**src/hw/rtl/jsu_pkg.sv**
```systemverilog
`timescale 1ns / 1ps
package jsu_pkg;

    localparam int QUEUE_DEPTH = 4;

    typedef enum logic [2:0] {
        MODE_IDLE    = 3'd0,
        MODE_STRING  = 3'd1,
        MODE_ESCAPE  = 3'd2,
        MODE_UNICODE = 3'd3,
        MODE_DISCARD = 3'd4
    } t_mode;

    localparam logic [1:0] KIND_DATA  = 2'd0;
    localparam logic [1:0] KIND_CLOSE = 2'd1;
    localparam logic [1:0] KIND_ERROR = 2'd2;

    localparam logic [3:0] ERR_NONE        = 4'd0;
    localparam logic [3:0] ERR_NO_QUOTE    = 4'd1;
    localparam logic [3:0] ERR_UNTERM      = 4'd2;
    localparam logic [3:0] ERR_CONTROL     = 4'd3;
    localparam logic [3:0] ERR_ESC_CUT     = 4'd4;
    localparam logic [3:0] ERR_BAD_ESC     = 4'd5;
    localparam logic [3:0] ERR_SHORT_UNI   = 4'd6;
    localparam logic [3:0] ERR_BAD_HEX     = 4'd7;
    localparam logic [3:0] ERR_SURROGATE   = 4'd8;

    localparam logic [7:0] CHAR_QUOTE     = 8'h22;
    localparam logic [7:0] CHAR_BACKSLASH = 8'h5C;
    localparam logic [7:0] CHAR_SLASH     = 8'h2F;
    localparam logic [7:0] CHAR_B         = 8'h62;
    localparam logic [7:0] CHAR_F         = 8'h66;
    localparam logic [7:0] CHAR_N         = 8'h6E;
    localparam logic [7:0] CHAR_R         = 8'h72;
    localparam logic [7:0] CHAR_T         = 8'h74;
    localparam logic [7:0] CHAR_U         = 8'h75;
    localparam logic [7:0] CHAR_SPACE     = 8'h20;

    localparam logic [7:0] CTRL_BS  = 8'h08;
    localparam logic [7:0] CTRL_FF  = 8'h0C;
    localparam logic [7:0] CTRL_LF  = 8'h0A;
    localparam logic [7:0] CTRL_CR  = 8'h0D;
    localparam logic [7:0] CTRL_TAB = 8'h09;

    localparam logic [7:0] UTF8_LEAD2 = 8'hC0;
    localparam logic [7:0] UTF8_LEAD3 = 8'hE0;
    localparam logic [7:0] UTF8_CONT  = 8'h80;

    // one queued entry: up to three beats of the same kind
    typedef struct packed {
        logic [1:0] kind;
        logic [3:0] code;
        logic [1:0] last_idx;
        logic [7:0] b0;
        logic [7:0] b1;
        logic [7:0] b2;
    } t_cmd;

endpackage

```
**src/hw/rtl/json_string_unescaper_utf8.sv**
```systemverilog
`timescale 1ns / 1ps
// channel  | direction | handshake          | beat
// input    | in        | i_valid / o_ready  | i_data_byte, i_end_of_input
// result   | out       | o_valid / i_ready  | o_kind, o_out_byte, o_error_code, o_last
//
// one input beat per cycle while the command queue has room
// each queued command leaves as one to three result beats, one per cycle while i_ready is high
// a three-byte utf-8 sequence holds the queue head until its last byte is accepted
// an input beat is registered in the command queue, then in the output register, before its first result beat
// synchronous active-low reset clears decoder state, queue pointers and output valid
module json_string_unescaper_utf8 #(
    parameter int P_QUEUE_DEPTH = jsu_pkg::QUEUE_DEPTH
) (
    input  logic       i_clk,
    input  logic       i_rst_n,
    input  logic       i_valid,
    output logic       o_ready,
    input  logic [7:0] i_data_byte,
    input  logic       i_end_of_input,
    output logic       o_valid,
    input  logic       i_ready,
    output logic [1:0] o_kind,
    output logic [7:0] o_out_byte,
    output logic [3:0] o_error_code,
    output logic       o_last
);

    logic          push;
    logic          full;
    logic          pop;
    logic          q_valid;
    jsu_pkg::t_cmd push_cmd;
    jsu_pkg::t_cmd head_cmd;

    jsu_front u_front (
        .i_clk          (i_clk),
        .i_rst_n        (i_rst_n),
        .i_valid        (i_valid),
        .o_ready        (o_ready),
        .i_data_byte    (i_data_byte),
        .i_end_of_input (i_end_of_input),
        .i_full         (full),
        .o_push         (push),
        .o_cmd          (push_cmd)
    );

    jsu_queue #(
        .DEPTH (P_QUEUE_DEPTH)
    ) u_queue (
        .i_clk   (i_clk),
        .i_rst_n (i_rst_n),
        .i_push  (push),
        .i_cmd   (push_cmd),
        .o_full  (full),
        .i_pop   (pop),
        .o_valid (q_valid),
        .o_cmd   (head_cmd)
    );

    jsu_back u_back (
        .i_clk        (i_clk),
        .i_rst_n      (i_rst_n),
        .i_q_valid    (q_valid),
        .i_q_cmd      (head_cmd),
        .o_pop        (pop),
        .o_valid      (o_valid),
        .i_ready      (i_ready),
        .o_kind       (o_kind),
        .o_out_byte   (o_out_byte),
        .o_error_code (o_error_code),
        .o_last       (o_last)
    );

    a_single_beat_status: assert property (@(posedge i_clk) disable iff (!i_rst_n)
        (o_valid && o_kind != jsu_pkg::KIND_DATA) |-> o_last)
        else $error("close or error beat not marked last");

    a_status_byte_zero: assert property (@(posedge i_clk) disable iff (!i_rst_n)
        (o_valid && o_kind != jsu_pkg::KIND_DATA) |-> (o_out_byte == 8'd0))
        else $error("non-data beat carries a byte");

    a_error_code_match: assert property (@(posedge i_clk) disable iff (!i_rst_n)
        o_valid |-> ((o_kind == jsu_pkg::KIND_ERROR) == (o_error_code != jsu_pkg::ERR_NONE)))
        else $error("error code disagrees with kind");

    a_utf8_continuation: assert property (@(posedge i_clk) disable iff (!i_rst_n)
        (o_valid && i_ready && !o_last) |=> (o_valid && o_kind == jsu_pkg::KIND_DATA
                                             && o_out_byte[7:6] == 2'b10))
        else $error("multi-byte sequence broken");

endmodule

```
**src/hw/rtl/jsu_front.sv**
```systemverilog
`timescale 1ns / 1ps
module jsu_front (
    input  logic          i_clk,
    input  logic          i_rst_n,
    input  logic          i_valid,
    output logic          o_ready,
    input  logic [7:0]    i_data_byte,
    input  logic          i_end_of_input,
    input  logic          i_full,
    output logic          o_push,
    output jsu_pkg::t_cmd o_cmd
);

    jsu_pkg::t_mode r_mode, n_mode;
    logic [1:0]     r_hex_cnt, n_hex_cnt;
    logic [15:0]    r_code, n_code;

    logic        accept;
    logic        is_hex;
    logic [3:0]  hex_digit;
    logic [15:0] code_next;
    logic        surrogate;
    logic        cmd_valid;

    assign o_ready = !i_full;
    assign accept  = i_valid && o_ready;
    assign o_push  = accept && cmd_valid;

    always_comb begin
        is_hex    = 1'b1;
        hex_digit = i_data_byte[3:0];
        case (i_data_byte) inside
            [8'h30:8'h39]: hex_digit = i_data_byte[3:0];
            [8'h41:8'h46], [8'h61:8'h66]: hex_digit = {1'b0, i_data_byte[2:0]} + 4'd9;
            default: is_hex = 1'b0;
        endcase
    end

    assign code_next = {r_code[11:0], hex_digit};
    assign surrogate = (code_next[15:11] == 5'b11011);

    // next state
    always_comb begin
        n_mode    = r_mode;
        n_hex_cnt = r_hex_cnt;
        n_code    = r_code;
        case (r_mode)
            jsu_pkg::MODE_IDLE: begin
                if (!i_end_of_input) begin
                    n_mode = (i_data_byte == jsu_pkg::CHAR_QUOTE) ? jsu_pkg::MODE_STRING
                                                                   : jsu_pkg::MODE_DISCARD;
                end
            end
            jsu_pkg::MODE_STRING: begin
                if (i_end_of_input || i_data_byte == jsu_pkg::CHAR_QUOTE) begin
                    n_mode = jsu_pkg::MODE_IDLE;
                end else if (i_data_byte == jsu_pkg::CHAR_BACKSLASH) begin
                    n_mode = jsu_pkg::MODE_ESCAPE;
                end else if (i_data_byte < jsu_pkg::CHAR_SPACE) begin
                    n_mode = jsu_pkg::MODE_DISCARD;
                end
            end
            jsu_pkg::MODE_ESCAPE: begin
                if (i_end_of_input) begin
                    n_mode = jsu_pkg::MODE_IDLE;
                end else begin
                    case (i_data_byte)
                        jsu_pkg::CHAR_QUOTE, jsu_pkg::CHAR_BACKSLASH, jsu_pkg::CHAR_SLASH,
                        jsu_pkg::CHAR_B, jsu_pkg::CHAR_F, jsu_pkg::CHAR_N,
                        jsu_pkg::CHAR_R, jsu_pkg::CHAR_T: n_mode = jsu_pkg::MODE_STRING;
                        jsu_pkg::CHAR_U: begin
                            n_mode    = jsu_pkg::MODE_UNICODE;
                            n_hex_cnt = 2'd0;
                            n_code    = 16'd0;
                        end
                        default: n_mode = jsu_pkg::MODE_DISCARD;
                    endcase
                end
            end
            jsu_pkg::MODE_UNICODE: begin
                if (i_end_of_input) begin
                    n_mode = jsu_pkg::MODE_IDLE;
                end else if (!is_hex) begin
                    n_mode = jsu_pkg::MODE_DISCARD;
                end else begin
                    n_code = code_next;
                    if (r_hex_cnt != 2'd3) begin
                        n_hex_cnt = r_hex_cnt + 2'd1;
                    end else begin
                        n_hex_cnt = 2'd0;
                        n_mode    = surrogate ? jsu_pkg::MODE_DISCARD : jsu_pkg::MODE_STRING;
                    end
                end
            end
            default: begin
                if (i_end_of_input) begin
                    n_mode = jsu_pkg::MODE_IDLE;
                end
            end
        endcase
    end

    // queued command
    always_comb begin
        cmd_valid = 1'b0;
        o_cmd     = '0;
        case (r_mode)
            jsu_pkg::MODE_IDLE: begin
                if (!i_end_of_input && i_data_byte != jsu_pkg::CHAR_QUOTE) begin
                    cmd_valid  = 1'b1;
                    o_cmd.kind = jsu_pkg::KIND_ERROR;
                    o_cmd.code = jsu_pkg::ERR_NO_QUOTE;
                end
            end
            jsu_pkg::MODE_STRING: begin
                cmd_valid = 1'b1;
                if (i_end_of_input) begin
                    o_cmd.kind = jsu_pkg::KIND_ERROR;
                    o_cmd.code = jsu_pkg::ERR_UNTERM;
                end else if (i_data_byte == jsu_pkg::CHAR_QUOTE) begin
                    o_cmd.kind = jsu_pkg::KIND_CLOSE;
                end else if (i_data_byte == jsu_pkg::CHAR_BACKSLASH) begin
                    cmd_valid = 1'b0;
                end else if (i_data_byte < jsu_pkg::CHAR_SPACE) begin
                    o_cmd.kind = jsu_pkg::KIND_ERROR;
                    o_cmd.code = jsu_pkg::ERR_CONTROL;
                end else begin
                    o_cmd.kind = jsu_pkg::KIND_DATA;
                    o_cmd.b0   = i_data_byte;
                end
            end
            jsu_pkg::MODE_ESCAPE: begin
                cmd_valid  = 1'b1;
                o_cmd.kind = jsu_pkg::KIND_DATA;
                if (i_end_of_input) begin
                    o_cmd.kind = jsu_pkg::KIND_ERROR;
                    o_cmd.code = jsu_pkg::ERR_ESC_CUT;
                end else begin
                    case (i_data_byte)
                        jsu_pkg::CHAR_QUOTE, jsu_pkg::CHAR_BACKSLASH,
                        jsu_pkg::CHAR_SLASH: o_cmd.b0 = i_data_byte;
                        jsu_pkg::CHAR_B:     o_cmd.b0 = jsu_pkg::CTRL_BS;
                        jsu_pkg::CHAR_F:     o_cmd.b0 = jsu_pkg::CTRL_FF;
                        jsu_pkg::CHAR_N:     o_cmd.b0 = jsu_pkg::CTRL_LF;
                        jsu_pkg::CHAR_R:     o_cmd.b0 = jsu_pkg::CTRL_CR;
                        jsu_pkg::CHAR_T:     o_cmd.b0 = jsu_pkg::CTRL_TAB;
                        jsu_pkg::CHAR_U:     cmd_valid = 1'b0;
                        default: begin
                            o_cmd.kind = jsu_pkg::KIND_ERROR;
                            o_cmd.code = jsu_pkg::ERR_BAD_ESC;
                        end
                    endcase
                end
            end
            jsu_pkg::MODE_UNICODE: begin
                if (i_end_of_input) begin
                    cmd_valid  = 1'b1;
                    o_cmd.kind = jsu_pkg::KIND_ERROR;
                    o_cmd.code = jsu_pkg::ERR_SHORT_UNI;
                end else if (!is_hex) begin
                    cmd_valid  = 1'b1;
                    o_cmd.kind = jsu_pkg::KIND_ERROR;
                    o_cmd.code = jsu_pkg::ERR_BAD_HEX;
                end else if (r_hex_cnt == 2'd3) begin
                    cmd_valid = 1'b1;
                    if (surrogate) begin
                        o_cmd.kind = jsu_pkg::KIND_ERROR;
                        o_cmd.code = jsu_pkg::ERR_SURROGATE;
                    end else if (code_next[15:7] == 9'd0) begin
                        o_cmd.b0 = code_next[7:0];
                    end else if (code_next[15:11] == 5'd0) begin
                        o_cmd.last_idx = 2'd1;
                        o_cmd.b0       = jsu_pkg::UTF8_LEAD2 | {3'd0, code_next[10:6]};
                        o_cmd.b1       = jsu_pkg::UTF8_CONT | {2'd0, code_next[5:0]};
                    end else begin
                        o_cmd.last_idx = 2'd2;
                        o_cmd.b0       = jsu_pkg::UTF8_LEAD3 | {4'd0, code_next[15:12]};
                        o_cmd.b1       = jsu_pkg::UTF8_CONT | {2'd0, code_next[11:6]};
                        o_cmd.b2       = jsu_pkg::UTF8_CONT | {2'd0, code_next[5:0]};
                    end
                end
            end
            default: begin
                cmd_valid = 1'b0;
            end
        endcase
    end

    always_ff @(posedge i_clk) begin
        if (!i_rst_n) begin
            r_mode    <= jsu_pkg::MODE_IDLE;
            r_hex_cnt <= 2'd0;
            r_code    <= 16'd0;
        end else if (accept) begin
            r_mode    <= n_mode;
            r_hex_cnt <= n_hex_cnt;
            r_code    <= n_code;
        end
    end

endmodule

```
**src/hw/rtl/jsu_queue.sv**
```systemverilog
`timescale 1ns / 1ps
module jsu_queue #(
    parameter int DEPTH = jsu_pkg::QUEUE_DEPTH
) (
    input  logic          i_clk,
    input  logic          i_rst_n,
    input  logic          i_push,
    input  jsu_pkg::t_cmd i_cmd,
    output logic          o_full,
    input  logic          i_pop,
    output logic          o_valid,
    output jsu_pkg::t_cmd o_cmd
);

    localparam int AW = (DEPTH > 1) ? $clog2(DEPTH) : 1;
    localparam int CW = $clog2(DEPTH + 1);

    jsu_pkg::t_cmd r_mem [DEPTH];
    logic [AW-1:0] r_wr, n_wr;
    logic [AW-1:0] r_rd, n_rd;
    logic [CW-1:0] r_count;

    assign o_full  = (r_count == CW'(DEPTH));
    assign o_valid = (r_count != '0);
    assign o_cmd   = r_mem[r_rd];

    assign n_wr = (r_wr == AW'(DEPTH - 1)) ? '0 : r_wr + AW'(1);
    assign n_rd = (r_rd == AW'(DEPTH - 1)) ? '0 : r_rd + AW'(1);

    always_ff @(posedge i_clk) begin
        if (i_push) begin
            r_mem[r_wr] <= i_cmd;
        end
    end

    always_ff @(posedge i_clk) begin
        if (!i_rst_n) begin
            r_wr    <= '0;
            r_rd    <= '0;
            r_count <= '0;
        end else begin
            if (i_push) begin
                r_wr <= n_wr;
            end
            if (i_pop) begin
                r_rd <= n_rd;
            end
            if (i_push && !i_pop) begin
                r_count <= r_count + CW'(1);
            end else if (!i_push && i_pop) begin
                r_count <= r_count - CW'(1);
            end
        end
    end

endmodule

```
**src/hw/rtl/jsu_back.sv**
```systemverilog
`timescale 1ns / 1ps
module jsu_back (
    input  logic          i_clk,
    input  logic          i_rst_n,
    input  logic          i_q_valid,
    input  jsu_pkg::t_cmd i_q_cmd,
    output logic          o_pop,
    output logic          o_valid,
    input  logic          i_ready,
    output logic [1:0]    o_kind,
    output logic [7:0]    o_out_byte,
    output logic [3:0]    o_error_code,
    output logic          o_last
);

    logic          r_valid;
    jsu_pkg::t_cmd r_cmd;
    logic [1:0]    r_idx;

    assign o_valid      = r_valid;
    assign o_kind       = r_cmd.kind;
    assign o_error_code = r_cmd.code;
    assign o_last       = (r_idx == r_cmd.last_idx);

    always_comb begin
        case (r_idx)
            2'd0:    o_out_byte = r_cmd.b0;
            2'd1:    o_out_byte = r_cmd.b1;
            default: o_out_byte = r_cmd.b2;
        endcase
    end

    assign o_pop = i_q_valid && (!r_valid || (i_ready && o_last));

    always_ff @(posedge i_clk) begin
        if (o_pop) begin
            r_cmd <= i_q_cmd;
        end
    end

    always_ff @(posedge i_clk) begin
        if (!i_rst_n) begin
            r_valid <= 1'b0;
            r_idx   <= 2'd0;
        end else if (o_pop) begin
            r_valid <= 1'b1;
            r_idx   <= 2'd0;
        end else if (r_valid && i_ready) begin
            if (o_last) begin
                r_valid <= 1'b0;
            end else begin
                r_idx <= r_idx + 2'd1;
            end
        end
    end

endmodule
```
**config.mk**
```make
export PLATFORM = sky130hd
export DESIGN_NAME = json_string_unescaper_utf8
export DESIGN_NICKNAME = d
export VERILOG_FILES = /design/src/hw/rtl/jsu_pkg.sv /design/src/hw/rtl/json_string_unescaper_utf8.sv /design/src/hw/rtl/jsu_front.sv /design/src/hw/rtl/jsu_queue.sv /design/src/hw/rtl/jsu_back.sv
export SDC_FILE = /design/constraint.sdc
export NUM_CORES = 1
export LEC_CHECK = 0
export BUFFER_PORTS_ARGS = -buffer_cell sky130_fd_sc_hd__buf_4
export CORE_ASPECT_RATIO = 0.75
export CORE_UTILIZATION = 44
export CTS_CLUSTER_SIZE = 28
export DETAILED_ROUTE_END_ITERATION = 10
export GPL_ROUTABILITY_DRIVEN = 0
export HOLD_SLACK_MARGIN = 0.1
export PLACE_DENSITY_LB_ADDON = 0.2
export RECOVER_POWER = 25
export SLEW_MARGIN = 30
export SYNTH_ARGS = -nofsm -noshare
export SYNTH_HDL_FRONTEND = slang
export SYNTH_HIERARCHICAL = 1
export SYNTH_SLANG_ARGS = --single-unit
```
**constraint.sdc**
```tcl
create_clock -name i_clk -period 11.8 [get_ports i_clk]
set_input_delay 1.18 -clock i_clk [delete_from_list [all_inputs] [get_ports i_clk]]
set_output_delay 1.18 -clock i_clk [all_outputs]
set_load 0.02 [all_outputs]
```
### After elaboration in Yosys (flattened, before gate mapping)

Memories as Yosys holds them, arrays and structs flattened. A register that Yosys moved wholly into a read port is not among the register bits.
Cells that the tools add are included.

| storage, ports and cells | value |
|---|---|
| memories | 1 |
| word-level logic and storage cells | 169 |
| output and inout bits | 17 |
| RAM bits | 128 |
| register bits | 27 |
| input port bits | 13 |

| cells by class | value |
|---|---|
| reduce and logical (&&, ||, !) cells | 37 |
| bitwise gates (word level) | 2 |
| equality and inequality tests | 28 |
| $add $sub $neg | 7 |
| multiplexer cells | 79 |
| order comparisons | 7 |

Memory list:

| name | words | bits a word | read ports | clocked after memory_dff | write ports | RTL line | source |
|---|---|---|---|---|---|---|---|
| u_queue.r_mem | 4 | 32 | 1 | 1 | 1 | jsu_queue.sv:18 | `jsu_pkg::t_cmd r_mem [DEPTH];` |

Operators by type and width:

| kind | count |
|---|---|
| $mux 26 | 3 |
| $eq 8x7->1 const B | 7 |
| $mux 8 | 7 |
| $mux 12 | 4 |
| $mux 6 | 8 |
| $pmux 8 s6 | 1 |
| $mux 3 | 13 |
| $mux 16 | 2 |
| $mux 32 | 1 |
| $mux 2 | 12 |
| $pmux 12 s2 | 1 |
| $pmux 6 s4 | 1 |
| $pmux 8 s3 | 1 |
| $mux 18 | 1 |
| $eq 8x6->1 const B | 2 |
| $ge 8x7->1 const B | 2 |
| $le 8x7->1 const B | 2 |
| $mux 1 | 16 |
| $pmux 8 s2 | 1 |
| $mux 4 | 3 |
| $pmux 3 s4 | 1 |
| $logic_and 1x1->1 | 11 |
| $ne 2x2->1 const B | 5 |
| $logic_not 9->1 | 1 |
| 37 further kinds | 54 |

### Logic depth before layout (Yosys ltp)

| depth | value |
|---|---|
| depth in word-level cells | 13 |
| depth in mapped cells | 14 |

### Cells and area by module

Netlist, hierarchy kept.

Modules (own cells, without submodules):

| module | cells an instance | times used | sequential area each (um^2) | area each (um^2) |
|---|---|---|---|---|
| jsu_queue | 211 | 1 | 4,023.9 | 5,117.4 |
| jsu_front | 234 | 1 | 340.3 | 1,650.3 |
| jsu_back | 88 | 1 | 1,021.0 | 1,327.5 |

### Worst setup path before layout

No wires, ideal clock.

| timing | value |
|---|---|
| path type | input -> register |
| start point | in i_data_byte[0] |
| end point | reg u_queue.r_count[2] |
| arrival | 4.465 ns |
| data required time | 11.724 ns |
| library setup time | 0.076 ns |
| stages on the path | 14 |
| path buffers | 0 |
| slack | 7.260 ns |
| cell sequence | inv_1 > ha_1 > nor3b_1 > nor3_4 > a21oi_2 > or3_1 > a21oi_1 > nor4_1 > ha_1 > inv_1 > fa_1 > xor2_1 > or3_1 > a21boi_0 |

| between the ends | value |
|---|---|
| word-level cells in the longest chain between the ends | 12 |

Ends and longest elaborated chain:

| what | RTL line | source |
|---|---|---|
| from (decl) | json_string_unescaper_utf8.sv:18 | `input logic [7:0] i_data_byte,` |
| $ge 8x7->1 (no line) / $le 8x7->1 (equally long branches) | -- |  |
| $logic_and 1x1->1 (no line) | -- |  |
| $reduce_or 2->1 | jsu_front.sv:32 | `case (i_data_byte) inside` |
| $mux 1 (2 in a row) | jsu_front.sv:32 |  |
| $mux 1 | jsu_front.sv:160 | `end else if (!is_hex) begin` |
| $mux 1 | jsu_front.sv:156 | `if (i_end_of_input) begin` |
| $pmux 1 s4 * | jsu_front.sv:107 | `case (r_mode)` |
| $logic_and 1x1->1 * | jsu_front.sv:27 | `assign o_push = accept && cmd_valid;` |
| net push | json_string_unescaper_utf8.sv:28 | `logic push;` |
| $logic_not 1->1 | jsu_queue.sv:50 | `end else if (!i_push && i_pop) begin` |
| $logic_and 1x1->1 | jsu_queue.sv:50 |  |
| $reduce_bool 2->1 (no line) | -- |  |
| to (signal assigned) | jsu_queue.sv:49 | `r_count <= r_count + CW'(1);` |
| to (signal assigned) | jsu_queue.sv:51 | `r_count <= r_count - CW'(1);` |
| to (decl) | jsu_queue.sv:21 | `logic [CW-1:0] r_count;` |

The timed path passes the listed nets; every way through them passes the cells marked *.
A chain may end at the register's enable or synchronous reset.

### Worst setup path after layout

Same ends and word-level chain as after synthesis.

==> out/metrics.csv <==
metric,value,unit
Slew @ Worst Pin,2830,ps
Top Ports,30,
Bufs and invs on worst path,3,
Post-DP HPWL,10.2,mm
Netlist cell types,63,
Post-DP Area,0.00848,mm2
static leakage,3.06,nW
Fin. Hold Viols,0,
cells on worst reg2reg path,12,
CTS Sinks,189,
Clock Latency Late Sink,420,ps
total gr overflow,0,
Clock Skew,10.6,ps
register area share after synthesis,66.5,%
CTS H-tree lvls,4,
Pins Over Slew Limit,69,
crit path max fanout,7,
critical path arrival,5110,ps
cts hold-fix bufs,0,
Main synth FF type,edfxtp_1,
DIE AREA,0.0190,mm2
worst r2r src,u_back/r_cmd[24],
Fmax achieved,209,MHz
CP top delay family,simple AND/OR/NAND/NOR gates,
placed cells,784,
Final Non-Filler Cells,816,
via count,4612,
final setup fails,0,
area grow syn2layout,11.2,%
peak supply drop,0.0981,mV
Final Util,50.5,%
yosys warns,6,
clock-pin transition on the worst setup and hold timing paths,70,ps
CTS Buf Count,17,
RR Endpoint,u_queue/r_count[2],
NumNets Final,588,
CP peak stage delay,560,ps
share of post-route cells with drive strength above 1,15.5,%
PostCTS Resize Cnt,0,
status,"complete, but fails checks",
Setup crit end kind,flip-flop,
flop2flop setup slack,7470,ps
Yosys reg bits,189,
"area leader, netlist",edfxtp_1,
cell depth of the worst setup path,15,
routed wire length,16.1,mm
mapped cell area,0.00810,mm2
die outline width,159,um
critical path endpoint,u_queue/r_count[2],
Setup crit start,i_data_byte[0],
slowest cell on the critical path,nor4_2,
Rel. slew slack,-88.9,%
unrepaired setup endpoints after global routing,false,
violated checks,"capacitance limit, slew limit",
port buffer count,29,
vias in the first global route,4580,
Tcrit/Tclk final,40.5,%
Power per Cell Area,207,mW/mm2
Worst Hold Class,reg -> reg,
Die Span Y,119,um
DRC Markers,0,
"EDFF count, synth",160,
Tmin final,4780,ps
Initial Utilization,45.4,%
CTS tree,done,
CP Class,in -> reg,
"antenna viol nets, final",0,
total negative slack,0,ps
Yosys top cell area share,59.4,%
Detailed Route Iter0 Violations,361,
MaxCap Viol Count,2,
Routed WL per cell,19.8,um
first-pass GRT wire length,25.4,mm
ANT cells,0,
post-detailed-route via-to-cell ratio,5.65,
root buffer selected by CTS,clkbuf_16,
largest cells by area after synthesis,"edfxtp_1 59%, mux4_2 8.3%, dfxtp_1 7.2%",
Syn Area/Cell,15.2,um2
number of detailed-route iterations in the first pass,5,
largest net degree at the start of global routing,36,
Syn Inst Count,533,
FP Rows,42,
Longest Clk Path Bufs,2,
Core Region,0.0178,mm2
post-CTS setup buffer count,0,
Startpoint Class,input port,
Critical Path RT,12140,ps
final instance area,0.00900,mm2
cell breakdown of the critical path,"clkbuf_1, inv_1, ha_1, nor3b_1, nor3_4, a21oi_1, or3_1, a21oi_1, nor4_2, ha_1, inv_1, fa_1, xor2_1, or3_1, a21boi_0",
ys async rst share,0,%
Fin Hold WS,490,ps
Total GRT Usage,18.5,%
antenna violations before repair,0,
synth_stat cells (6+ instances only):
cell and count:
edfxtp_1 160, nor2_1 34, nand2_1 32, mux4_2 30, dfxtp_1 29, inv_1 19
a21oi_1 18, ha_1 13, o21ai_0 12, a22o_1 10, nor2b_1 10, and2_1 9
buf_4 9, clkbuf_1 9, o21ai_1 9, a22oi_1 8, nand3_1 8, or3_1 8
and3_1 7, mux2i_1 7, o2bb2ai_1 6
power by group:
group,internal (mW),switching (mW)
logic,0.169,0.247
clock network,0.314,0.242
registers,0.855,0.0347
total,1.34,0.524
routing by layer:
metal,vias up,share of wire [%],GRT usage [%]
met5,-,0,0
li1,2124,-,-
met1,2303,48,26.4
met3,21,5.0,3.82
met2,164,45,27.9
met4,0,1.9,6.43
state kept, by name, indices dropped and copies added (netlist names), named ones only:
register,cells
u_back/o_error_code,4
u_front/r_code,12
u_queue/r_count,3
u_front/r_mode,3
u_queue/r_mem,128
u_back/o_kind,2
u_back/o_valid,1
u_front/r_hex_cnt,2
u_queue/r_wr,2
u_back/r_cmd,26
u_back/r_idx,2
u_queue/r_rd,2
worst min path at each step:
stage,from,endpoint,slack [ps],cells past startpoint
6_report,u_front/r_hex_cnt[1],u_front/r_hex_cnt[1],490,1
5_1_grt,u_front/r_hex_cnt[1],u_front/r_hex_cnt[1],500,1
4_1_cts,u_front/r_hex_cnt[1],u_front/r_hex_cnt[1],490,1
3_5_place_dp,u_front/r_hex_cnt[1],u_front/r_hex_cnt[1],470,1
3_3_place_gp,u_front/r_hex_cnt[1],u_front/r_hex_cnt[1],460,1
2_1_floorplan,u_front/r_hex_cnt[1],u_front/r_hex_cnt[1],450,1
cells by family (layout without fill, tap and decap cells):
group	count (synthesis)	in the layout	synth area share, %
flip-flops	189	189	66.5
AND/OR/NAND/NOR	141	141	9.12
AO/OA/AOI/OAI	96	96	8.24
buffers and inverters	48	88	3.42
multiplexers	39	39	9.86
adder cells (fa/ha/maj)	14	14	2.26
XOR/XNOR	5	5	0.541
other	1	2	0.0463
area by class of cell:
type                       count  area [um2]
fill                        1516        8810
sequential                   189        5390
multi-input combinational    297        2440
clock buffer                  19         433
tap                          242         303
timing repair buffer          36         225
clock inverter                13         138
inverter                      20        75.1
metrics by stage:
stage,power (mW),setup WS (ps)
after floorplan,1.21,7260
after global placement,1.32,6800
after detailed placement,1.34,6500
after CTS,1.89,6940
after global routing,1.95,6700
final,1.86,7020
layout by cell type (no fill, tap or decap), types with 9 or more instances in the layout:
master,netlist,layout
and2_1,9,9
buf_4,9,24
a22o_1,10,10
o21ai_0,12,12
edfxtp_1,160,160
nand2_1,32,32
a21oi_1,18,19
nor2b_1,10,10
dfxtp_1,29,29
inv_1,19,19
nor2_1,34,33
mux4_2,30,30
o21ai_1,9,9
clkbuf_16,0,17
ha_1,13,13
clkbuf_1,9,14
Power figures use the tool's default switching activity.
